## src/bmk_pkg.sv

```systemverilog
package bmk_pkg;

  localparam int DEFAULT_STORE_DEPTH = 512;
  localparam logic [15:0] UNIT_TICKS_RESET = 16'd300;

  localparam logic [7:0] CHAR_NEWLINE = 8'd10;
  localparam logic [7:0] CHAR_SPACE   = 8'd32;
  localparam logic [7:0] CHAR_LOWER_A = 8'd97;
  localparam logic [7:0] CHAR_LOWER_Z = 8'd122;

  // Store code for a space; 0..25 are the letters.
  localparam logic [4:0] SPACE_CODE = 5'd26;

  // Item classes handed from the front part to the back part.
  localparam logic [1:0] KIND_TICK    = 2'd0;
  localparam logic [1:0] KIND_STORE   = 2'd1;
  localparam logic [1:0] KIND_NEWLINE = 2'd2;
  localparam logic [1:0] KIND_OTHER   = 2'd3;

  // Keying phases.
  localparam logic [1:0] PH_IDLE = 2'd0;
  localparam logic [1:0] PH_GAP  = 2'd1;
  localparam logic [1:0] PH_MARK = 2'd2;

  typedef struct packed {
    logic       command;
    logic [7:0] char_code;
  } in_t;

  typedef struct packed {
    logic       led_on;
    logic       playing;
    logic       accepted;
    logic [9:0] fill_level;
  } out_t;

  typedef struct packed {
    logic [1:0] kind;
    logic [4:0] code;
  } cmd_t;

  // Number of elements in a letter.
  function automatic logic [2:0] sym_len(input logic [4:0] c);
    logic [2:0] r;
    case (c)
      5'd0: r = 3'd2;  5'd1: r = 3'd4;  5'd2: r = 3'd4;  5'd3: r = 3'd3;
      5'd4: r = 3'd1;  5'd5: r = 3'd4;  5'd6: r = 3'd3;  5'd7: r = 3'd4;
      5'd8: r = 3'd2;  5'd9: r = 3'd4;  5'd10: r = 3'd3; 5'd11: r = 3'd4;
      5'd12: r = 3'd2; 5'd13: r = 3'd2; 5'd14: r = 3'd3; 5'd15: r = 3'd4;
      5'd16: r = 3'd4; 5'd17: r = 3'd3; 5'd18: r = 3'd3; 5'd19: r = 3'd1;
      5'd20: r = 3'd3; 5'd21: r = 3'd4; 5'd22: r = 3'd3; 5'd23: r = 3'd4;
      5'd24: r = 3'd4; 5'd25: r = 3'd4;
      default: r = 3'd0;
    endcase
    return r;
  endfunction

  // Element pattern of a letter: bit k set means element k is a dash.
  function automatic logic [3:0] sym_bits(input logic [4:0] c);
    logic [3:0] r;
    case (c)
      5'd0: r = 4'd2;  5'd1: r = 4'd1;  5'd2: r = 4'd5;  5'd3: r = 4'd1;
      5'd4: r = 4'd0;  5'd5: r = 4'd4;  5'd6: r = 4'd3;  5'd7: r = 4'd0;
      5'd8: r = 4'd0;  5'd9: r = 4'd14; 5'd10: r = 4'd5; 5'd11: r = 4'd2;
      5'd12: r = 4'd3; 5'd13: r = 4'd1; 5'd14: r = 4'd7; 5'd15: r = 4'd6;
      5'd16: r = 4'd11; 5'd17: r = 4'd2; 5'd18: r = 4'd0; 5'd19: r = 4'd1;
      5'd20: r = 4'd4; 5'd21: r = 4'd8; 5'd22: r = 4'd6; 5'd23: r = 4'd9;
      5'd24: r = 4'd13; 5'd25: r = 4'd3;
      default: r = 4'd0;
    endcase
    return r;
  endfunction

endpackage

```

## src/bmk_ram.sv

```systemverilog
module bmk_ram #(
  parameter int WIDTH = 5,
  parameter int DEPTH = 512
) (
  input  logic                     clk,
  input  logic                     wr_en,
  input  logic [$clog2(DEPTH)-1:0] wr_addr,
  input  logic [WIDTH-1:0]         wr_data,
  input  logic [$clog2(DEPTH)-1:0] rd_addr,
  output logic [WIDTH-1:0]         rd_data
);

  logic [WIDTH-1:0] mem [DEPTH];
  logic [WIDTH-1:0] rd_data_r;

  always_ff @(posedge clk) begin
    if (wr_en) begin
      mem[wr_addr] <= wr_data;
    end
    rd_data_r <= mem[rd_addr];
  end

  assign rd_data = rd_data_r;

endmodule

```

## src/bmk_front.sv

```systemverilog
module bmk_front (
  input  logic            clk,
  input  logic            rst_n,
  input  logic            start,
  output logic            busy,
  input  bmk_pkg::in_t    in_data,
  output logic            push,
  output bmk_pkg::cmd_t   push_cmd,
  input  logic            q_full
);

  logic          hold_v_r;
  logic          hold_v_nxt;
  bmk_pkg::cmd_t hold_r;
  bmk_pkg::cmd_t hold_nxt;
  bmk_pkg::cmd_t cls;
  logic          in_ready;
  logic [7:0]    letter_ofs;

  assign letter_ofs = in_data.char_code - bmk_pkg::CHAR_LOWER_A;

  // Sort the incoming item into one of the classes the back part knows.
  always_comb begin
    cls.kind = bmk_pkg::KIND_OTHER;
    cls.code = bmk_pkg::SPACE_CODE;
    if (!in_data.command) begin
      cls.kind = bmk_pkg::KIND_TICK;
    end else if (in_data.char_code == bmk_pkg::CHAR_NEWLINE) begin
      cls.kind = bmk_pkg::KIND_NEWLINE;
    end else if (in_data.char_code == bmk_pkg::CHAR_SPACE) begin
      cls.kind = bmk_pkg::KIND_STORE;
    end else if (in_data.char_code >= bmk_pkg::CHAR_LOWER_A &&
                 in_data.char_code <= bmk_pkg::CHAR_LOWER_Z) begin
      cls.kind = bmk_pkg::KIND_STORE;
      cls.code = letter_ofs[4:0];
    end
  end

  assign push     = hold_v_r && !q_full;
  assign in_ready = !hold_v_r || !q_full;
  assign busy     = !in_ready;
  assign push_cmd = hold_r;

  always_comb begin
    hold_v_nxt = hold_v_r;
    hold_nxt   = hold_r;
    if (start && in_ready) begin
      hold_v_nxt = 1'b1;
      hold_nxt   = cls;
    end else if (push) begin
      hold_v_nxt = 1'b0;
    end
  end

  always_ff @(posedge clk) begin
    if (!rst_n) begin
      hold_v_r <= 1'b0;
    end else begin
      hold_v_r <= hold_v_nxt;
    end
    hold_r <= hold_nxt;
  end

endmodule

```

## src/bmk_queue.sv

```systemverilog
module bmk_queue (
  input  logic          clk,
  input  logic          rst_n,
  input  logic          push,
  input  bmk_pkg::cmd_t push_cmd,
  output logic          full,
  input  logic          pop,
  output logic          head_valid,
  output bmk_pkg::cmd_t head_cmd
);

  bmk_pkg::cmd_t entry_r [2];
  logic          wr_ptr_r;
  logic          wr_ptr_nxt;
  logic          rd_ptr_r;
  logic          rd_ptr_nxt;
  logic [1:0]    cnt_r;
  logic [1:0]    cnt_nxt;
  logic          do_push;
  logic          do_pop;

  assign full       = (cnt_r == 2'd2);
  assign head_valid = (cnt_r != 2'd0);
  assign head_cmd   = entry_r[rd_ptr_r];
  assign do_push    = push && !full;
  assign do_pop     = pop && head_valid;

  always_comb begin
    wr_ptr_nxt = wr_ptr_r ^ do_push;
    rd_ptr_nxt = rd_ptr_r ^ do_pop;
    cnt_nxt    = cnt_r + {1'b0, do_push} - {1'b0, do_pop};
  end

  always_ff @(posedge clk) begin
    if (!rst_n) begin
      wr_ptr_r <= 1'b0;
      rd_ptr_r <= 1'b0;
      cnt_r    <= 2'd0;
    end else begin
      wr_ptr_r <= wr_ptr_nxt;
      rd_ptr_r <= rd_ptr_nxt;
      cnt_r    <= cnt_nxt;
    end
    if (do_push) begin
      entry_r[wr_ptr_r] <= push_cmd;
    end
  end

endmodule

```

## src/bmk_back.sv

```systemverilog
module bmk_back #(
  parameter int STORE_DEPTH = bmk_pkg::DEFAULT_STORE_DEPTH
) (
  input  logic          clk,
  input  logic          rst_n,
  input  logic          head_valid,
  input  bmk_pkg::cmd_t head_cmd,
  output logic          pop,
  input  logic          cfg_wr,
  input  logic [15:0]   cfg_value,
  output logic          out_strobe,
  output bmk_pkg::out_t out_data
);

  localparam int AW = $clog2(STORE_DEPTH);
  localparam int FW = $clog2(STORE_DEPTH + 1);
  localparam logic [FW-1:0] DEPTH_F = FW'(STORE_DEPTH);

  localparam logic SQ_RUN  = 1'b0;
  localparam logic SQ_LOAD = 1'b1;

  logic          seq_r, seq_nxt;
  logic [1:0]    phase_r, phase_nxt;
  logic [19:0]   ticks_r, ticks_nxt;
  logic [FW-1:0] pos_r, pos_nxt;
  logic [FW-1:0] fill_r, fill_nxt;
  logic [2:0]    elem_r, elem_nxt;
  logic [4:0]    code_r, code_nxt;
  logic          acc_pend_r, acc_pend_nxt;
  logic [15:0]   unit_r;
  logic          out_v_r, out_v_nxt;
  bmk_pkg::out_t out_d_r, out_d_nxt;

  logic          we;
  logic [AW-1:0] raddr;
  logic [4:0]    rdata;
  logic [4:0]    rcode;

  logic [19:0]   u1, u3, u7;
  logic [19:0]   tk;
  logic [2:0]    elem_inc;
  logic [3:0]    sym_pat;
  logic          dash;
  logic          load_req;
  logic [FW-1:0] load_pos;
  logic          acc;
  logic          emit;

  bmk_ram #(
    .WIDTH (5),
    .DEPTH (STORE_DEPTH)
  ) u_store (
    .clk     (clk),
    .wr_en   (we),
    .wr_addr (fill_r[AW-1:0]),
    .wr_data (head_cmd.code),
    .rd_addr (raddr),
    .rd_data (rdata)
  );

  // A unit length of zero counts as one. The multiples are built from shifts, an add and a subtract.
  assign u1 = (unit_r == 16'd0) ? 20'd1 : {4'd0, unit_r};
  assign u3 = (u1 << 1) + u1;
  assign u7 = (u1 << 3) - u1;

  assign tk       = ticks_r - {19'd0, (ticks_r != 20'd0)};
  assign elem_inc = elem_r + 3'd1;
  assign sym_pat  = bmk_pkg::sym_bits(code_r);
  assign dash     = sym_pat[elem_r[1:0]];
  assign rcode    = (rdata > bmk_pkg::SPACE_CODE) ? bmk_pkg::SPACE_CODE : rdata;

  always_comb begin
    seq_nxt      = seq_r;
    phase_nxt    = phase_r;
    ticks_nxt    = ticks_r;
    pos_nxt      = pos_r;
    fill_nxt     = fill_r;
    elem_nxt     = elem_r;
    code_nxt     = code_r;
    acc_pend_nxt = acc_pend_r;
    out_d_nxt    = out_d_r;
    pop          = 1'b0;
    we           = 1'b0;
    raddr        = pos_r[AW-1:0];
    load_req     = 1'b0;
    load_pos     = '0;
    acc          = 1'b0;
    emit         = 1'b0;

    unique case (seq_r)
      SQ_RUN: begin
        if (head_valid) begin
          pop = 1'b1;
          unique case (head_cmd.kind)
            bmk_pkg::KIND_TICK: begin
              if (phase_r != bmk_pkg::PH_IDLE) begin
                if (tk != 20'd0) begin
                  ticks_nxt = tk;
                end else if (phase_r == bmk_pkg::PH_GAP) begin
                  if (code_r == bmk_pkg::SPACE_CODE) begin
                    load_req = 1'b1;
                    load_pos = pos_r + FW'(1);
                  end else begin
                    phase_nxt = bmk_pkg::PH_MARK;
                    ticks_nxt = dash ? u3 : u1;
                  end
                end else begin
                  elem_nxt = elem_inc;
                  if (code_r != bmk_pkg::SPACE_CODE &&
                      elem_inc < bmk_pkg::sym_len(code_r)) begin
                    phase_nxt = bmk_pkg::PH_GAP;
                    ticks_nxt = u1;
                  end else begin
                    load_req = 1'b1;
                    load_pos = pos_r + FW'(1);
                  end
                end
              end
            end
            bmk_pkg::KIND_STORE: begin
              if (phase_r == bmk_pkg::PH_IDLE) begin
                if (fill_r < DEPTH_F) begin
                  we       = 1'b1;
                  fill_nxt = fill_r + FW'(1);
                  acc      = 1'b1;
                end
                if (fill_nxt >= DEPTH_F) begin
                  load_req = 1'b1;
                end
              end
            end
            bmk_pkg::KIND_NEWLINE: begin
              if (phase_r == bmk_pkg::PH_IDLE && fill_r != '0) begin
                load_req = 1'b1;
              end
            end
            bmk_pkg::KIND_OTHER: begin
            end
          endcase

          if (load_req) begin
            if (load_pos >= fill_nxt) begin
              // Text finished: empty the store and go idle.
              phase_nxt = bmk_pkg::PH_IDLE;
              ticks_nxt = 20'd0;
              fill_nxt  = '0;
              pos_nxt   = '0;
              elem_nxt  = 3'd0;
              emit      = 1'b1;
            end else begin
              pos_nxt      = load_pos;
              raddr        = load_pos[AW-1:0];
              acc_pend_nxt = acc;
              seq_nxt      = SQ_LOAD;
            end
          end else begin
            emit = 1'b1;
          end
        end
      end
      SQ_LOAD: begin
        code_nxt  = rcode;
        elem_nxt  = 3'd0;
        phase_nxt = bmk_pkg::PH_GAP;
        ticks_nxt = (rcode == bmk_pkg::SPACE_CODE) ? u7 : u3;
        acc       = acc_pend_r;
        seq_nxt   = SQ_RUN;
        emit      = 1'b1;
      end
    endcase

    out_v_nxt = emit;
    if (emit) begin
      out_d_nxt.led_on     = (phase_nxt == bmk_pkg::PH_MARK);
      out_d_nxt.playing    = (phase_nxt != bmk_pkg::PH_IDLE);
      out_d_nxt.accepted   = acc;
      out_d_nxt.fill_level = 10'(fill_nxt);
    end
  end

  always_ff @(posedge clk) begin
    if (!rst_n) begin
      seq_r      <= SQ_RUN;
      phase_r    <= bmk_pkg::PH_IDLE;
      ticks_r    <= 20'd0;
      pos_r      <= '0;
      fill_r     <= '0;
      elem_r     <= 3'd0;
      unit_r     <= bmk_pkg::UNIT_TICKS_RESET;
      out_v_r    <= 1'b0;
    end else begin
      seq_r      <= seq_nxt;
      phase_r    <= phase_nxt;
      ticks_r    <= ticks_nxt;
      pos_r      <= pos_nxt;
      fill_r     <= fill_nxt;
      elem_r     <= elem_nxt;
      out_v_r    <= out_v_nxt;
      if (cfg_wr) begin
        unit_r <= cfg_value;
      end
    end
    code_r     <= code_nxt;
    acc_pend_r <= acc_pend_nxt;
    out_d_r    <= out_d_nxt;
  end

  assign out_strobe = out_v_r;
  assign out_data   = out_d_r;

  ap_led_implies_playing: assert property (@(posedge clk) disable iff (!rst_n)
    out_v_r && out_d_r.led_on |-> out_d_r.playing)
    else $error("led keyed while not playing");

  ap_playing_has_text: assert property (@(posedge clk) disable iff (!rst_n)
    phase_r != bmk_pkg::PH_IDLE |-> fill_r != '0)
    else $error("playback with an empty store");

  ap_load_one_cycle: assert property (@(posedge clk) disable iff (!rst_n)
    seq_r == SQ_LOAD |=> seq_r == SQ_RUN && out_v_r)
    else $error("store read did not complete an item");

  ap_timer_live: assert property (@(posedge clk) disable iff (!rst_n)
    seq_r == SQ_RUN && phase_r != bmk_pkg::PH_IDLE |-> ticks_r != 20'd0)
    else $error("keying phase with an expired timer");

  ap_no_pop_in_load: assert property (@(posedge clk) disable iff (!rst_n)
    seq_r == SQ_LOAD |-> !pop)
    else $error("queue popped during a store read");

endmodule

```

## src/buffered_morse_keyer.sv

```systemverilog
// Buffered Morse keyer.
// Input items arrive on start/in_data and are taken at a clock edge where
// start is high and busy is low. An item is either a time tick
// (command = 0) or a received byte (command = 1). Lower-case letters and
// spaces are stored; a newline, or filling the store, starts playback, which
// then advances one step per tick. Bytes received during playback are dropped.
// Every item produces exactly one result on out_data, marked by a one-cycle
// out_strobe; the receiver must take it in that cycle, it cannot stall.
// The unit length in ticks is written over cfg_valid/cfg_ready/cfg_data,
// which is always ready; the user makes writes only while no item is in
// flight, and the block itself does not enforce this.
// A result passes the front holding register, the queue and the result
// register, and the SQ_LOAD store read (one registered RAM read) when the
// item begins a new stored character; items queued ahead of it delay it.
// The back end finishes one item per cycle except for an item that begins a
// character, which also takes the SQ_LOAD store read; a two-entry queue
// between front and back absorbs that extra state, and busy rises only when
// the front holding register and the queue are both full.
// After reset the keyer is idle with an empty store and a unit of 300 ticks.
// The character store itself is not cleared; only written entries are read.
module buffered_morse_keyer #(
  parameter int STORE_DEPTH = bmk_pkg::DEFAULT_STORE_DEPTH
) (
  input  logic          clk,
  input  logic          rst_n,
  input  logic          start,
  output logic          busy,
  input  bmk_pkg::in_t  in_data,
  output logic          out_strobe,
  output bmk_pkg::out_t out_data,
  input  logic          cfg_valid,
  output logic          cfg_ready,
  input  logic [15:0]   cfg_data
);

  logic          push;
  bmk_pkg::cmd_t push_cmd;
  logic          q_full;
  logic          pop;
  logic          head_valid;
  bmk_pkg::cmd_t head_cmd;

  // The unit register can take a write in any cycle.
  assign cfg_ready = 1'b1;

  // Front end: registers the transfer and classifies the byte.
  bmk_front u_front (
    .clk      (clk),
    .rst_n    (rst_n),
    .start    (start),
    .busy     (busy),
    .in_data  (in_data),
    .push     (push),
    .push_cmd (push_cmd),
    .q_full   (q_full)
  );

  // Short queue that decouples classification from keying.
  bmk_queue u_queue (
    .clk        (clk),
    .rst_n      (rst_n),
    .push       (push),
    .push_cmd   (push_cmd),
    .full       (q_full),
    .pop        (pop),
    .head_valid (head_valid),
    .head_cmd   (head_cmd)
  );

  // Back end: character store, playback timers and the result register.
  bmk_back #(
    .STORE_DEPTH (STORE_DEPTH)
  ) u_back (
    .clk        (clk),
    .rst_n      (rst_n),
    .head_valid (head_valid),
    .head_cmd   (head_cmd),
    .pop        (pop),
    .cfg_wr     (cfg_valid && cfg_ready),
    .cfg_value  (cfg_data),
    .out_strobe (out_strobe),
    .out_data   (out_data)
  );

endmodule

```

## config.mk

```make
export PLATFORM = sky130hd
export DESIGN_NAME = buffered_morse_keyer
export DESIGN_NICKNAME = d
export VERILOG_FILES = /design/src/bmk_pkg.sv /design/src/bmk_ram.sv /design/src/bmk_front.sv /design/src/bmk_queue.sv /design/src/bmk_back.sv /design/src/buffered_morse_keyer.sv
export SDC_FILE = /design/constraint.sdc
export NUM_CORES = 2
export LEC_CHECK = 0
export ABC_AREA = 1
export BUFFER_PORTS_ARGS = -buffer_cell sky130_fd_sc_hd__buf_4
export CAP_MARGIN = 20
export CORE_MARGIN = 2
export CORE_UTILIZATION = 35
export DETAILED_ROUTE_END_ITERATION = 7
export PLACE_DENSITY_LB_ADDON = 0.15
export SYNTH_ARGS = -nofsm -noshare
export SYNTH_HDL_FRONTEND = slang
export SYNTH_SLANG_ARGS = --single-unit
```

## constraint.sdc

```tcl
create_clock -name clk -period 7.28 [get_ports clk]
set_input_delay 0.364 -clock clk [delete_from_list [all_inputs] [get_ports clk]]
set_output_delay 0.364 -clock clk [all_outputs]
set_load 0.01 [all_outputs]
```

==> impl_metrics.tcl <==
set metrics [dict create \
    seqPwrFrac_pct 49.2 \
    crit_path_max_fanout 61 \
    io_pins 45 \
    synthMuxAreaShare_pct 0.0489 \
    p_per_area_nw_per_um2 280 \
    finalMaxSlewViolations 0 \
    yosysTopAreaCellShare_pct 67.8 \
    synthAdderAreaFrac_pct 0.832 \
    worst_pin_slew_ns 1.19 \
    comb_power_share_pct 10.3 \
    fin_tns_setup_ns 0 \
    fin_total_pwr_mw 36.9 \
    grt_usage_pct 21.8 \
    postSynthCellCount 10300 \
    antenna_found_initial 13 \
    io_buffers 43 \
    status "completed" \
    route.detailed.drc 0 \
    fill_cells 31300 \
    cp.arrival_ns 7.66 \
    placed_cells 14200 \
    syn_nets 10400 \
    cp_slowest_stage_delay_ns 0.34 \
    max_freq_ghz 0.145 \
    clockRootBuffer "clkbuf_16" \
    die_area_sq_um 334000 \
    synth_xor_area_share_pct 0.349 \
    synth-seq-cells 2681 \
    cts_made_buffers 301 \
    hold_path.class "in -> reg" \
    clkLatencyLatePin_ns 0.91 \
    yosysSeqAreaShare_pct 69.2 \
    yosys.area_share.simple_pct 23.9 \
    skew_ns 0.0579 \
    drv_cap 0 \
    area_growth_pct 14.7 \
    required_ns 8.03 \
    crit_top_cell "nand3_1" \
    instances_no_fill 14900 \
    netlist_top_cells_area "edfxtp_1 (68%), nand3_1 (14%), nand2_1 (7.3%)" \
    grt_pass1_vias 79300 \
    drt-wirelength-per-cell_um 25.8 \
    cts.path.max_buffers 4 \
    cts.clk_slew.worst_paths_ns 0.06 \
    avgViaCountPerCell 5.48 \
    setup-violations-final 0 \
    netSwitchingFraction_pct 25.5 \
    synth_top_family_by_area "simple AND/OR/NAND/NOR gates" \
    fin_area_sq_um 132000 \
    core_sq_um 327000 \
    grt_max_degree 190 \
    p_sw_mw 9.43 \
    worstSetupStartpointType "flip-flop" \
    firstDrtPassIters 8 \
    num_vias 81500 \
    yosysTopAreaCell "edfxtp_1" \
    endpoint_kind "flip-flop" \
    synth-compound-area-share_pct 1.55 \
    drtAntennaViolNets 0 \
    drive_gt1_share_pct 8.45 \
    layout_min_cycle_time_ns 6.91 \
    die_h_um 578 \
    die_width_um 578 \
    placed_cell_area_sq_um 120000 \
    hpwlAfterDp_um 214000 \
    finalNetCount 10400 \
    synth_edf_count 2600 \
    synthArstFlopShare_pct 0 \
    avgSynthCellArea_sq_um 11.2 \
    rows 210 \
    gp_congestion 0.901 \
    floorplan.initialDensity_pct 35.2 \
    p_leak_nw 45.0 \
    syn_area_sq_um 115000 \
    hold_viol 0 \
    overflow 0 \
    grt_first_pass_wirelength_um 541000 \
    clock_sinks 2681 \
    cts_tree "yes" \
    max-vdd-ir-drop_mv 0.198 \
    max_slew_margin_pct 20.8 \
    worstSetupPathType "reg -> reg" \
    drtIter0Drc 9177 \
    slowest_stage "nor4_2" \
    synthFlopType "edfxtp_1" \
    synth_cell_types 59 \
    post-route-util_pct 40.3 \
    rsz0062_at_grt "true" \
    p_int_mw 27.5 \
    drt_wl_total_um 384000 \
    p_clk_share_pct 40.5 \
    ys_warn_count 0 \
    finalCritPeriodShare_pct 95.0 \
    cts_max_level 5 \
]
-- final timing paths --
check                                          from                         to  slack, ns  cells past startpoint
worst max-delay path              u_back.ticks_r[6]  u_back.u_store.rd_data[4]       0.37                     40
worst min-delay path                     in_data[6]        u_front.push_cmd[1]       0.11                      6
worst max register to register    u_back.ticks_r[6]  u_back.u_store.rd_data[4]       0.37                     40
worst min register to register  u_front.push_cmd[2]      u_queue.entry_r[0][2]       0.45                      0
-- registers in the layout (all words and copies together), names as in the netlist, 2 cells and up, named ones only --
name	count
u_back.code_r	5
u_back.phase_r	2
u_back.u_store.rd_data	5
u_back.sym_pat	4
u_back.unit_r	16
u_back.out_data	13
u_back.fill_r	10
u_back.pos_r	10
u_queue.entry_r	14
u_back.u_store.mem	2560
u_back.elem_r	3
u_front.push_cmd	7
u_queue.cnt_r	2
u_back.ticks_r	20
-- cells in the mapped netlist, types with 4 or more instances --
library cell  number
or2_2              6
o22ai_1           17
a211oi_1           4
o21ai_0           99
xnor2_1           15
buf_1             22
dfxtp_1           81
buf_2            325
clkbuf_1         266
o211ai_1          20
xor2_1            29
nand2_1         2228
a221oi_1           5
inv_2              7
nor2_2             6
buf_6             21
nor2_1           647
o221ai_1          10
nor4_1             7
ha_1              75
mux2_2             5
a21oi_1          107
edfxtp_1        2600
o2111ai_1          6
buf_4            113
clkinv_1           6
nand3_1         3255
nand4_1           12
inv_1            224
nor3_1            26
a31oi_1           14
-- power by group through the flow --
stage,Sequential [mW],Clock [mW],Combinational [mW]
final,18.2,15.0,3.79
after detailed placement,18.5,0,3.77
after floorplan,18.8,0,1.72
after global routing,18.2,15.8,4.07
after global placement,18.5,0,3.81
after CTS,18.2,15.2,3.81
-- per-layer routing --
metal | global-route usage (%) | wire length (um) | vias to the layer above
li1 | - | - | 36900
met2 | 35.7 | 181000 | 3316
met4 | 6.72 | 11500 | 0
met1 | 30.3 | 166000 | 40800
met3 | 2.39 | 25600 | 535
met5 | 0 | 0 | -
-- final cells by class --
class | instances | area, sq um | area share [%]
Antenna cell | 7 | 17.5 | 0.0133
Clock buffer | 365 | 7990 | 6.05
Clock inverter | 170 | 1580 | 1.20
Inverter | 238 | 988 | 0.749
Multi-Input combinational cell | 6632 | 31300 | 23.7
Sequential cell | 2681 | 79700 | 60.4
Tap cell | 4346 | 5440 | 4.12
Timing Repair Buffer | 427 | 5020 | 3.80
Timing Repair inverter | 4 | 65.1 | 0.0493
-- critical path, delay by kind of cell, from the launching register on --
family                   cells  cell delay, ns
buffers and inverters        7            1.39
AO/OA/AOI/OAI                3            0.44
adder cells (fa/ha/maj)      3            0.80
AND/OR/NAND/NOR             27            3.71
flip-flops                   1            0.32
-- cells in the final DEF (no fill, tap or decap), types with 75 or more instances in the layout --
cell       synthesis  final
nand2_1         2228   2220
nor2_1           647    644
o21ai_0           99     97
ha_1              75     75
buf_4            113    251
a21oi_1          107    107
nand3_1         3255   3215
edfxtp_1        2600   2600
dfxtp_1           81     81
clkbuf_16          0    328
inv_1            224    221
clkinv_1           6     79
-- cells by family (layout without fill, tap and decap cells) --
logic type	after synthesis	after routing
other cells	1	8
mux	5	5
compound gates	305	305
flops	2681	2681
buf+inv	986	1204
xor+xnor	45	45
fa+ha+maj	76	76
simple gates	6200	6200
-- per-stage QoR --
stage,hold slack (ns),setup slack [ns]
after floorplan,0.421,1.95
after global placement,0.425,-0.513
after detailed placement,0.436,-0.461
after CTS,0.0105,0.0552
after global routing,0.108,-0.0166
final,0.112,0.367
-- timing repair --
item | in CTS | in global routing
buffers inserted | 8 | 21
cloned | 5 | 23
hold buffers | 52 | 0
setup endpoints to repair | 5 | 5
pin swaps | 3 | 5
resized for setup | 25 | 80
hold endpoints to repair | 46 | 0
No activity file was read; power rests on OpenSTA's default activity.
